==> config.mk <==
export PLATFORM = sky130hd
export DESIGN_NAME = ludpp_ctrl
export DESIGN_NICKNAME = d
export VERILOG_FILES = /design/src/design/ludpp_pkg.sv /design/src/design/ludpp_ctrl.sv
export SDC_FILE = /design/constraint.sdc
export NUM_CORES = 1
export LEC_CHECK = 0
export BUFFER_PORTS_ARGS = -buffer_cell sky130_fd_sc_hd__buf_2
export CAP_MARGIN = 15
export CORE_ASPECT_RATIO = 1.75
export CORE_MARGIN = 2
export CORE_UTILIZATION = 35
export DETAILED_ROUTE_END_ITERATION = 10
export SLEW_MARGIN = 20
export SYNTH_ARGS = -nofsm -noshare
export SYNTH_HDL_FRONTEND = slang
export SYNTH_SLANG_ARGS = --single-unit
==> constraint.sdc <==
create_clock -name clk_i -period 1.7 [get_ports clk_i]
set_input_delay 0.085 -clock clk_i [delete_from_list [all_inputs] [get_ports clk_i]]
set_output_delay 0.085 -clock clk_i [all_outputs]
set_load 0.02 [all_outputs]
==> src/design/ludpp_pkg.sv <==
// ----------------------------------------------------------------------------
// ludpp_pkg
// Shared codes, controller states, datapath commands and saturation helpers
// for the LU decomposition unit.
// ----------------------------------------------------------------------------
package ludpp_pkg;

  localparam logic [1:0] FUNC_WRITE = 2'd0;
  localparam logic [1:0] FUNC_RUN   = 2'd1;
  localparam logic [1:0] FUNC_READ  = 2'd2;

  localparam logic [1:0] SEL_LOWER = 2'd0;
  localparam logic [1:0] SEL_UPPER = 2'd1;
  localparam logic [1:0] SEL_PERM  = 2'd2;

  localparam logic [31:0] ONE_Q   = 32'h0001_0000;
  localparam logic [31:0] SAT_MAX = 32'h7FFF_FFFF;
  localparam logic [31:0] SAT_MIN = 32'h8000_0000;

  typedef enum logic [5:0] {
    ST_IDLE, ST_RD_WAIT, ST_RD_DONE, ST_RUN_INIT,
    ST_PV_START, ST_PV_RD, ST_PV_CMP, ST_PV_END,
    ST_SW_RD_I, ST_SW_RD_G, ST_SW_WR_I, ST_SW_WR_G,
    ST_LS_RD_I, ST_LS_RD_G, ST_LS_WR_I, ST_LS_WR_G,
    ST_PS_A, ST_PS_B, ST_PS_C,
    ST_LD_START, ST_LD_RD, ST_LD_WR,
    ST_EL_START, ST_EL_RD, ST_EL_CHK, ST_EL_DIV, ST_EL_WR,
    ST_EM_RD, ST_EM_MUL, ST_EM_SUB, ST_EL_NEXT, ST_COL_NEXT, ST_FINISH
  } ludpp_state_e;

  typedef enum logic [5:0] {
    CMD_NONE, CMD_ACCEPT, CMD_RD_OUT, CMD_RUN_INIT,
    CMD_PV_START, CMD_PV_RD, CMD_PV_CMP,
    CMD_SW_RD_I, CMD_SW_RD_G, CMD_SW_WR_I, CMD_SW_WR_G,
    CMD_LS_RD_I, CMD_LS_RD_G, CMD_LS_WR_I, CMD_LS_WR_G,
    CMD_PS_A, CMD_PS_B, CMD_PS_C,
    CMD_LD_START, CMD_LD_RD, CMD_LD_WR,
    CMD_EL_START, CMD_EL_RD, CMD_EL_CHK, CMD_EL_DIV, CMD_EL_WR,
    CMD_EM_RD, CMD_EM_MUL, CMD_EM_SUB, CMD_EL_NEXT, CMD_COL_NEXT, CMD_FIN_OUT
  } ludpp_cmd_e;

  typedef struct packed {
    logic swap_needed;
    logic i_zero;
    logic j_last;
    logic k_last;
    logic k_last_left;
    logic col_last;
    logic skip_elim;
    logic div_done;
  } ludpp_stat_t;

  function automatic logic [31:0] sat48(input logic signed [47:0] v);
    logic [31:0] r;
    if (v > $signed({16'h0000, SAT_MAX})) r = SAT_MAX;
    else if (v < $signed({16'hFFFF, SAT_MIN})) r = SAT_MIN;
    else r = v[31:0];
    return r;
  endfunction

  function automatic logic [31:0] sat33(input logic signed [32:0] v);
    logic [31:0] r;
    if (v[32] != v[31]) r = v[32] ? SAT_MIN : SAT_MAX;
    else r = v[31:0];
    return r;
  endfunction

endpackage

==> src/design/ludpp_ctrl.sv <==
// ----------------------------------------------------------------------------
// ludpp_ctrl
// Sequencer for accepting transactions, reads and the pivoted elimination.
// ----------------------------------------------------------------------------
module ludpp_ctrl (
  input  logic                   clk_i,
  input  logic                   rst_ni,
  input  logic                   in_valid_i,
  input  logic [1:0]             func_i,
  input  logic                   out_stall_i,
  input  ludpp_pkg::ludpp_stat_t stat_i,
  output logic                   in_stall_o,
  output logic                   out_valid_o,
  output ludpp_pkg::ludpp_cmd_e  cmd_o
);
  import ludpp_pkg::*;

  ludpp_state_e state_q, state_d;
  logic         out_valid_q, out_valid_d;
  logic         accept, slot_free;

  assign in_stall_o = (state_q != ST_IDLE);
  assign accept     = in_valid_i && (state_q == ST_IDLE);
  assign slot_free  = !out_valid_q || !out_stall_i;

  always_comb begin
    state_d = state_q;
    case (state_q)
      ST_IDLE: begin
        if (accept) begin
          if (func_i == FUNC_RUN) state_d = ST_RUN_INIT;
          else if (func_i == FUNC_READ) state_d = ST_RD_WAIT;
        end
      end
      ST_RD_WAIT:  state_d = ST_RD_DONE;
      ST_RD_DONE:  if (slot_free) state_d = ST_IDLE;
      ST_RUN_INIT: state_d = ST_PV_START;
      ST_PV_START: state_d = ST_PV_RD;
      ST_PV_RD:    state_d = ST_PV_CMP;
      ST_PV_CMP:   state_d = stat_i.j_last ? ST_PV_END : ST_PV_RD;
      ST_PV_END:   state_d = stat_i.swap_needed ? ST_SW_RD_I : ST_LD_START;
      ST_SW_RD_I:  state_d = ST_SW_RD_G;
      ST_SW_RD_G:  state_d = ST_SW_WR_I;
      ST_SW_WR_I:  state_d = ST_SW_WR_G;
      ST_SW_WR_G: begin
        if (!stat_i.k_last) state_d = ST_SW_RD_I;
        else state_d = stat_i.i_zero ? ST_PS_A : ST_LS_RD_I;
      end
      ST_LS_RD_I:  state_d = ST_LS_RD_G;
      ST_LS_RD_G:  state_d = ST_LS_WR_I;
      ST_LS_WR_I:  state_d = ST_LS_WR_G;
      ST_LS_WR_G:  state_d = stat_i.k_last_left ? ST_PS_A : ST_LS_RD_I;
      ST_PS_A:     state_d = ST_PS_B;
      ST_PS_B:     state_d = ST_PS_C;
      ST_PS_C:     state_d = ST_LD_START;
      ST_LD_START: state_d = ST_LD_RD;
      ST_LD_RD:    state_d = ST_LD_WR;
      ST_LD_WR:    state_d = stat_i.k_last ? ST_EL_START : ST_LD_RD;
      ST_EL_START: state_d = ST_EL_RD;
      ST_EL_RD:    state_d = ST_EL_CHK;
      ST_EL_CHK:   state_d = stat_i.skip_elim ? ST_EL_NEXT : ST_EL_DIV;
      ST_EL_DIV:   if (stat_i.div_done) state_d = ST_EL_WR;
      ST_EL_WR:    state_d = ST_EM_RD;
      ST_EM_RD:    state_d = ST_EM_MUL;
      ST_EM_MUL:   state_d = ST_EM_SUB;
      ST_EM_SUB:   state_d = stat_i.k_last ? ST_EL_NEXT : ST_EM_RD;
      ST_EL_NEXT:  state_d = stat_i.j_last ? ST_COL_NEXT : ST_EL_RD;
      ST_COL_NEXT: state_d = stat_i.col_last ? ST_FINISH : ST_PV_START;
      ST_FINISH:   if (slot_free) state_d = ST_IDLE;
      default:     state_d = ST_IDLE;
    endcase
  end

  always_comb begin
    cmd_o = CMD_NONE;
    case (state_q)
      ST_IDLE:     if (accept) cmd_o = CMD_ACCEPT;
      ST_RD_DONE:  if (slot_free) cmd_o = CMD_RD_OUT;
      ST_RUN_INIT: cmd_o = CMD_RUN_INIT;
      ST_PV_START: cmd_o = CMD_PV_START;
      ST_PV_RD:    cmd_o = CMD_PV_RD;
      ST_PV_CMP:   cmd_o = CMD_PV_CMP;
      ST_SW_RD_I:  cmd_o = CMD_SW_RD_I;
      ST_SW_RD_G:  cmd_o = CMD_SW_RD_G;
      ST_SW_WR_I:  cmd_o = CMD_SW_WR_I;
      ST_SW_WR_G:  cmd_o = CMD_SW_WR_G;
      ST_LS_RD_I:  cmd_o = CMD_LS_RD_I;
      ST_LS_RD_G:  cmd_o = CMD_LS_RD_G;
      ST_LS_WR_I:  cmd_o = CMD_LS_WR_I;
      ST_LS_WR_G:  cmd_o = CMD_LS_WR_G;
      ST_PS_A:     cmd_o = CMD_PS_A;
      ST_PS_B:     cmd_o = CMD_PS_B;
      ST_PS_C:     cmd_o = CMD_PS_C;
      ST_LD_START: cmd_o = CMD_LD_START;
      ST_LD_RD:    cmd_o = CMD_LD_RD;
      ST_LD_WR:    cmd_o = CMD_LD_WR;
      ST_EL_START: cmd_o = CMD_EL_START;
      ST_EL_RD:    cmd_o = CMD_EL_RD;
      ST_EL_CHK:   cmd_o = CMD_EL_CHK;
      ST_EL_DIV:   cmd_o = CMD_EL_DIV;
      ST_EL_WR:    cmd_o = CMD_EL_WR;
      ST_EM_RD:    cmd_o = CMD_EM_RD;
      ST_EM_MUL:   cmd_o = CMD_EM_MUL;
      ST_EM_SUB:   cmd_o = CMD_EM_SUB;
      ST_EL_NEXT:  cmd_o = CMD_EL_NEXT;
      ST_COL_NEXT: cmd_o = CMD_COL_NEXT;
      ST_FINISH:   if (slot_free) cmd_o = CMD_FIN_OUT;
      default:     cmd_o = CMD_NONE;
    endcase
  end

  always_comb begin
    out_valid_d = out_valid_q;
    if (cmd_o == CMD_RD_OUT || cmd_o == CMD_FIN_OUT) out_valid_d = 1'b1;
    else if (!out_stall_i) out_valid_d = 1'b0;
  end

  always_ff @(posedge clk_i or negedge rst_ni) begin
    if (!rst_ni) begin
      state_q     <= ST_IDLE;
      out_valid_q <= 1'b0;
    end else begin
      state_q     <= state_d;
      out_valid_q <= out_valid_d;
    end
  end

  assign out_valid_o = out_valid_q;

`ifndef SYNTHESIS
  a_div_wait: assert property (@(posedge clk_i) disable iff (!rst_ni)
    (state_q == ST_EL_DIV && !stat_i.div_done) |=> state_q == ST_EL_DIV)
    else $error("left the divide wait early");
  a_out_source: assert property (@(posedge clk_i) disable iff (!rst_ni)
    $rose(out_valid_q) |-> ($past(state_q) == ST_RD_DONE || $past(state_q) == ST_FINISH))
    else $error("result without a read or run");
  a_run_start: assert property (@(posedge clk_i) disable iff (!rst_ni)
    (accept && func_i == FUNC_RUN) |=> state_q == ST_RUN_INIT)
    else $error("run transaction not started");
`endif

endmodule

==> results.cfg, run 1 <==
[timing]
final.setup_skew_ns = 0.00505
final_hold_viol_count = 0
layout_min_cycle_time_ns = 1.88
slew_viol_final = 0
rsz0062_at_grt = true
max_freq_mhz = 533
setup_tns_ns = -0.587
timing.final.crit_share_pct = 110
finalSetupViolCount = 7
setup_ws_ns = -0.175
fin_worst_hold_slack_ns = 0.129

[final_layout]
final_util_pct = 57.6
synthToLayoutAreaGrowth_pct = 59.8
final_cell_mix = buf_4, buf_2, nand2_1
antennaDiodeCount = 0
nFillCells = 268
final_common_cell = buf_4
layout-drive-gt1-share_pct = 47.8
final_cells = 237
num-nets-final = 224

[critical_path]
cp_num_buf_inv = 1
startpoint_type = flop
required_ns = 1.62
max_stage_delay_ns = 0.56
cp_data_arrival_time_ns = 1.79
critPathMaxFanout = 3
critPathCaptureType = output pin
crit_family = simple AND/OR/NAND/NOR gates
rr_worst_depth = 7
r2r_end = state_q[1]$_DFFE_PN0P_
reg2reg_from = state_q[4]$_DFFE_PN0P_
slowest_stage = or4_4
r2r_setup_slack_ns = -0.12
crit_type = reg2out
worstPathCellList = or4_4 > o32ai_2 > a221o_2 > buf_6

[floorplanning]
core_area_um2 = 2900
placementRows = 26
fp.dieW_um = 45.3
initial_utilization_pct = 36.1
fp.dieH_um = 76.3
io_pins = 22
dieArea_um2 = 3460

[clocking]
numCtsBuffers = 3
clkSinkCount = 7
cts_root_buf = clkbuf_8
clockBufferDepth = 2
cts_tree = done
clkSlewWorstSetupHoldPaths_ns = 0.04
htreeDepth = 1
clock_latency_ns = 0.23

[detailed_routing]
dr.pass1.iters = 4
viasPerCell = 6.03
ant_nets = 0
drc = 0
wl_per_cell_um = 17.2
wirelength_um = 4070
via_count = 1430
initialDrtViolationCount = 46

[synth]
synthArstFlopShare_pct = 100
syn_area_per_cell_um2 = 7.06
synth_edf_count = 0
synthCells = 148
synth_seq_cells = 7
syn-num-nets = 162
yosysWarnings = 0
synth.cell_area_um2 = 1040
ys.flop_type = dfrtp_1
synth.distinct_cells = 52
yosysSeqAreaShare_pct = 16.8

[worst_hold_path]
hp-start = stat_i[2]
hold_class = in2reg
hold_depth = 3
hold_end = state_q[5]$_DFFE_PN0P_

[grt]
grt_use_total_pct = 25.7
grt_pass1_vias = 1515
grt-ovfl-total = 0
grt_pass1_wl_um = 6740
grt_max_degree = 13
grt_antenna_before_repair = 0

[outcome]
status = complete, but fails checks
violations = negative setup slack

[place]
dp_slack_ns = -0.0966
gp_congestion = 0.968
port_buffers = 20
dp.cells = 218
dp_hpwl_um = 3060

[power_and_ir_drop]
power.leakage_nw = 0.768
p_per_area_nw_per_um2 = 2180
vdd_ir_drop_max_uv = 883

[run]
maxCapViolCount = 0
cell families after synthesis:
logic type | Yosys count | share of synthesized area, %
XOR/XNOR | 3 | 2.52
buffers and inverters | 25 | 11.5
other | 1 | 0.359
AO/OA/AOI/OAI | 52 | 37.2
flip-flops | 7 | 16.8
AND/OR/NAND/NOR | 60 | 31.6
worst min-delay path: stages:
cell	delay, ns
buf_2	0.09
nand2_1	0.04
o21ai_1	0.09
metal layers:
layer  global-route usage, %  wire length, um  up-vias
li1                        -                -      674
met2                    44.7             2180       68
met1                    26.9             1440      660
met3                    3.55              188       28
met4                    15.9              257        0
met5                       0                0        -
how the worst max path moves through the flow:
| stage | startpoint | to | slack (ns) | cells past startpoint |
|---|---|---|---|---|
| 2_1_floorplan | state_q[5]$_DFFE_PN0P_ | state_q[1]$_DFFE_PN0P_ | 0.009 | 6 |
| 3_3_place_gp | state_q[1]$_DFFE_PN0P_ | state_q[1]$_DFFE_PN0P_ | -0.10 | 7 |
| 4_1_cts | state_q[1]$_DFFE_PN0P_ | cmd_o[1] | -0.17 | 6 |
| 3_5_place_dp | state_q[1]$_DFFE_PN0P_ | state_q[1]$_DFFE_PN0P_ | -0.1 | 7 |
| 5_1_grt | state_q[4]$_DFFE_PN0P_ | cmd_o[1] | -0.23 | 4 |
| 6_report | state_q[4]$_DFFE_PN0P_ | cmd_o[1] | -0.18 | 4 |
cell type report:
class,count,area (um2),area share [%]
Inverter,8,30.0,1.80
Timing Repair Buffer,74,552,33.1
Tap cell,28,35.0,2.10
Multi-Input combinational cell,116,828,49.6
Sequential cell,7,179,10.7
Clock buffer,4,45.0,2.70
state kept, by name, indices dropped and copies added (netlist names):
| register | flops |
|---|---|
| out_valid_o | 1 |
| state_q | 6 |
cells in the mapped netlist, types with 3 or more instances:
library cell   n  area share (%)
nand2_1       14             5.0
o21ai_0       11             5.3
buf_2          9             4.3
nor2_1         9             3.2
a21oi_1        8             3.8
inv_1          8             2.9
dfrtp_1        7              17
nor3_1         7             3.4
nand2b_1       6             3.6
clkbuf_1       5             1.8
o32ai_1        4             3.4
a31oi_1        3             1.8
a41o_1         3             2.9
nor2b_1        3             1.8
nor4_1         3             1.8
or3_1          3             1.8
through the flow:
step | area, um2 | total power [mW]
floorplan | 1050 | 1.78
detailed placement | 1390 | 2.75
global route | 1670 | 3.88
finish | 1670 | 3.64
CTS | 1600 | 3.42
global placement | 1390 | 2.72
what timing repair did:
action | CTS | global route
setup endpoints to repair | 9 | 11
gates resized for setup | 22 | 15
hold buffers | 1 | 0
cloned | 0 | 0
buffers inserted | 12 | 3
endpoints found under the hold margin | 7 | 0
pin swaps | 11 | 8
power breakdown:
part | internal (mW) | switching [mW]
sequential | 0.246 | 0.127
combinational | 1.54 | 1.49
clock | 0.162 | 0.0752
No activity file was read; power rests on OpenSTA's default activity.
==> inputs of run 2 (changes only) <==
--- a/config.mk
+++ b/config.mk
@@ -11,6 +11,7 @@
 export CORE_MARGIN = 2
 export CORE_UTILIZATION = 35
 export DETAILED_ROUTE_END_ITERATION = 10
+export SKIP_CTS_REPAIR_TIMING = 1
 export SLEW_MARGIN = 20
 export SYNTH_ARGS = -nofsm -noshare
 export SYNTH_HDL_FRONTEND = slang
==> run 2 against run 1 <==
  * The run still ends with negative setup slack left
  * Die area unchanged
  * First-iteration DRC count is 4.3% higher
  * Clock skew about the same
  * Register-to-register slack gained 0.06 ns
  * Combinational power down 6%
  * Sequential power rose by 7.0%
  * Wire length fell by 2.6%
  * Final area decreased by 4.0%
  * Clock-buffer cell count did not move
  * Largest power group unchanged
==> results.cfg, run 2 (synthesis gave the netlist of run 1 again) <==
[final_layout]
largest_reg_flops = 6
synthToLayoutAreaGrowth_pct = 53.3
regMostFlops = state_q
antennaDiodeCount = 0
final_cells = 229
nFillCells = 273
final_cell_mix = buf_4, buf_2, nand2_1
final_common_cell = buf_4
layout-drive-gt1-share_pct = 44.8
final_util_pct = 55.3
fin_area_um2 = 1600
num-nets-final = 216

[timing]
timing.final.crit_share_pct = 111
finalSetupViolCount = 7
final.setup_skew_ns = 0.00490
setup_ws_ns = -0.195
layout_min_cycle_time_ns = 1.90
final_hold_viol_count = 0
rsz0062_at_grt = true
slew_viol_final = 0
max_freq_mhz = 528

[power_and_ir_drop]
power.leakage_nw = 0.722
vdd_ir_drop_max_uv = 880
finalPower_mw = 3.48
p_per_area_nw_per_um2 = 2170

[critical_path]
r2r_end = state_q[1]$_DFFE_PN0P_
critPathCaptureType = output pin
reg2reg_from = state_q[4]$_DFFE_PN0P_
startpoint_type = flop
critPathMaxFanout = 3
crit_type = reg2out
rr_worst_depth = 6
cp_data_arrival_time_ns = 1.81
slowest_stage = or4_4
required_ns = 1.62
worstPathCellList = or4_4 > o32ai_2 > a221o_2 > buf_6
max_stage_delay_ns = 0.55
r2r_setup_slack_ns = -0.06

[worst_hold_path]
hold_class = in2reg
hp-start = stat_i[2]
hold_depth = 3
hold_end = state_q[5]$_DFFE_PN0P_

[clocking]
htreeDepth = 1
clockBufferDepth = 2
clkSinkCount = 7
cts_tree = done
clkSlewWorstSetupHoldPaths_ns = 0.04
numCtsBuffers = 3
clock_latency_ns = 0.23
cts_root_buf = clkbuf_8

[detailed_routing]
drc = 0
initialDrtViolationCount = 48
ant_nets = 0
dr.pass1.iters = 4
wirelength_um = 3970
viasPerCell = 6.07
wl_per_cell_um = 17.3
via_count = 1390

[outcome]
status = complete, but fails checks
violations = negative setup slack

[place]
port_buffers = 20
dp_hpwl_um = 3060
gp_congestion = 0.968
place_area_um2 = 1390
dp.cells = 218
dp_slack_ns = -0.0966

[floorplanning]
placementRows = 26
fp.dieH_um = 76.3
core_area_um2 = 2900
io_pins = 22
fp.dieW_um = 45.3
dieArea_um2 = 3460
initial_utilization_pct = 36.1

[grt]
grt_antenna_before_repair = 0
grt_max_degree = 14
grt_pass1_vias = 1409
grt-ovfl-total = 0
grt_pass1_wl_um = 6270
grt_use_total_pct = 23.8

[run]
maxCapViolCount = 0
-- run 2: where the power goes --
part,internal [mW],switching (mW),total [mW]
clock,0.163,0.0770,0.240
combinational,1.42,1.42,2.84
sequential,0.246,0.153,0.399
-- run 2: area by class of cell --
type	count	area [um2]	share of cell area (%)
Tap cell	28	35.0	2.19
Clock buffer	4	45.0	2.81
Sequential cell	7	179	11.2
Timing Repair Buffer	66	493	30.8
Inverter	8	30.0	1.87
Multi-Input combinational cell	116	820	51.2
-- run 2: worst max-delay path by stage --
stage,slack (ns),from,end
after floorplan,0.009,state_q[5]$_DFFE_PN0P_,state_q[1]$_DFFE_PN0P_
after global placement,-0.10,state_q[1]$_DFFE_PN0P_,state_q[1]$_DFFE_PN0P_
after detailed placement,-0.1,state_q[1]$_DFFE_PN0P_,state_q[1]$_DFFE_PN0P_
after CTS,-0.28,state_q[1]$_DFFE_PN0P_,cmd_o[1]
after global routing,-0.22,state_q[4]$_DFFE_PN0P_,cmd_o[1]
final,-0.20,state_q[4]$_DFFE_PN0P_,cmd_o[1]
-- run 2: per-layer routing --
layer / vias up / wire, um / GRT usage (%)
met2: 63 / 2140 / 40.9
met1: 648 / 1400 / 25.1
li1: 660 / - / -
met4: 0 / 207 / 14.4
met5: - / 0 / 0
met3: 19 / 219 / 3.79
-- run 2: worst max-delay path: cells and delay by family, from the launching register on --
family / cells / cell delay [ns]
AOI/OAI and AO/OA: 2 / 0.48
buffers and inverters: 1 / 0.11
DFF: 1 / 0.43
and+or+nand+nor: 1 / 0.55
-- run 2: per-stage QoR --
stage | hold WS, ns | TNS, ns
finish | 0.125 | -0.494
global route | 0.161 | -1.01
CTS | -0.315 | -1.03
detailed placement | -0.0725 | -0.216
global placement | -0.0719 | -0.122
floorplan | -0.211 | 0
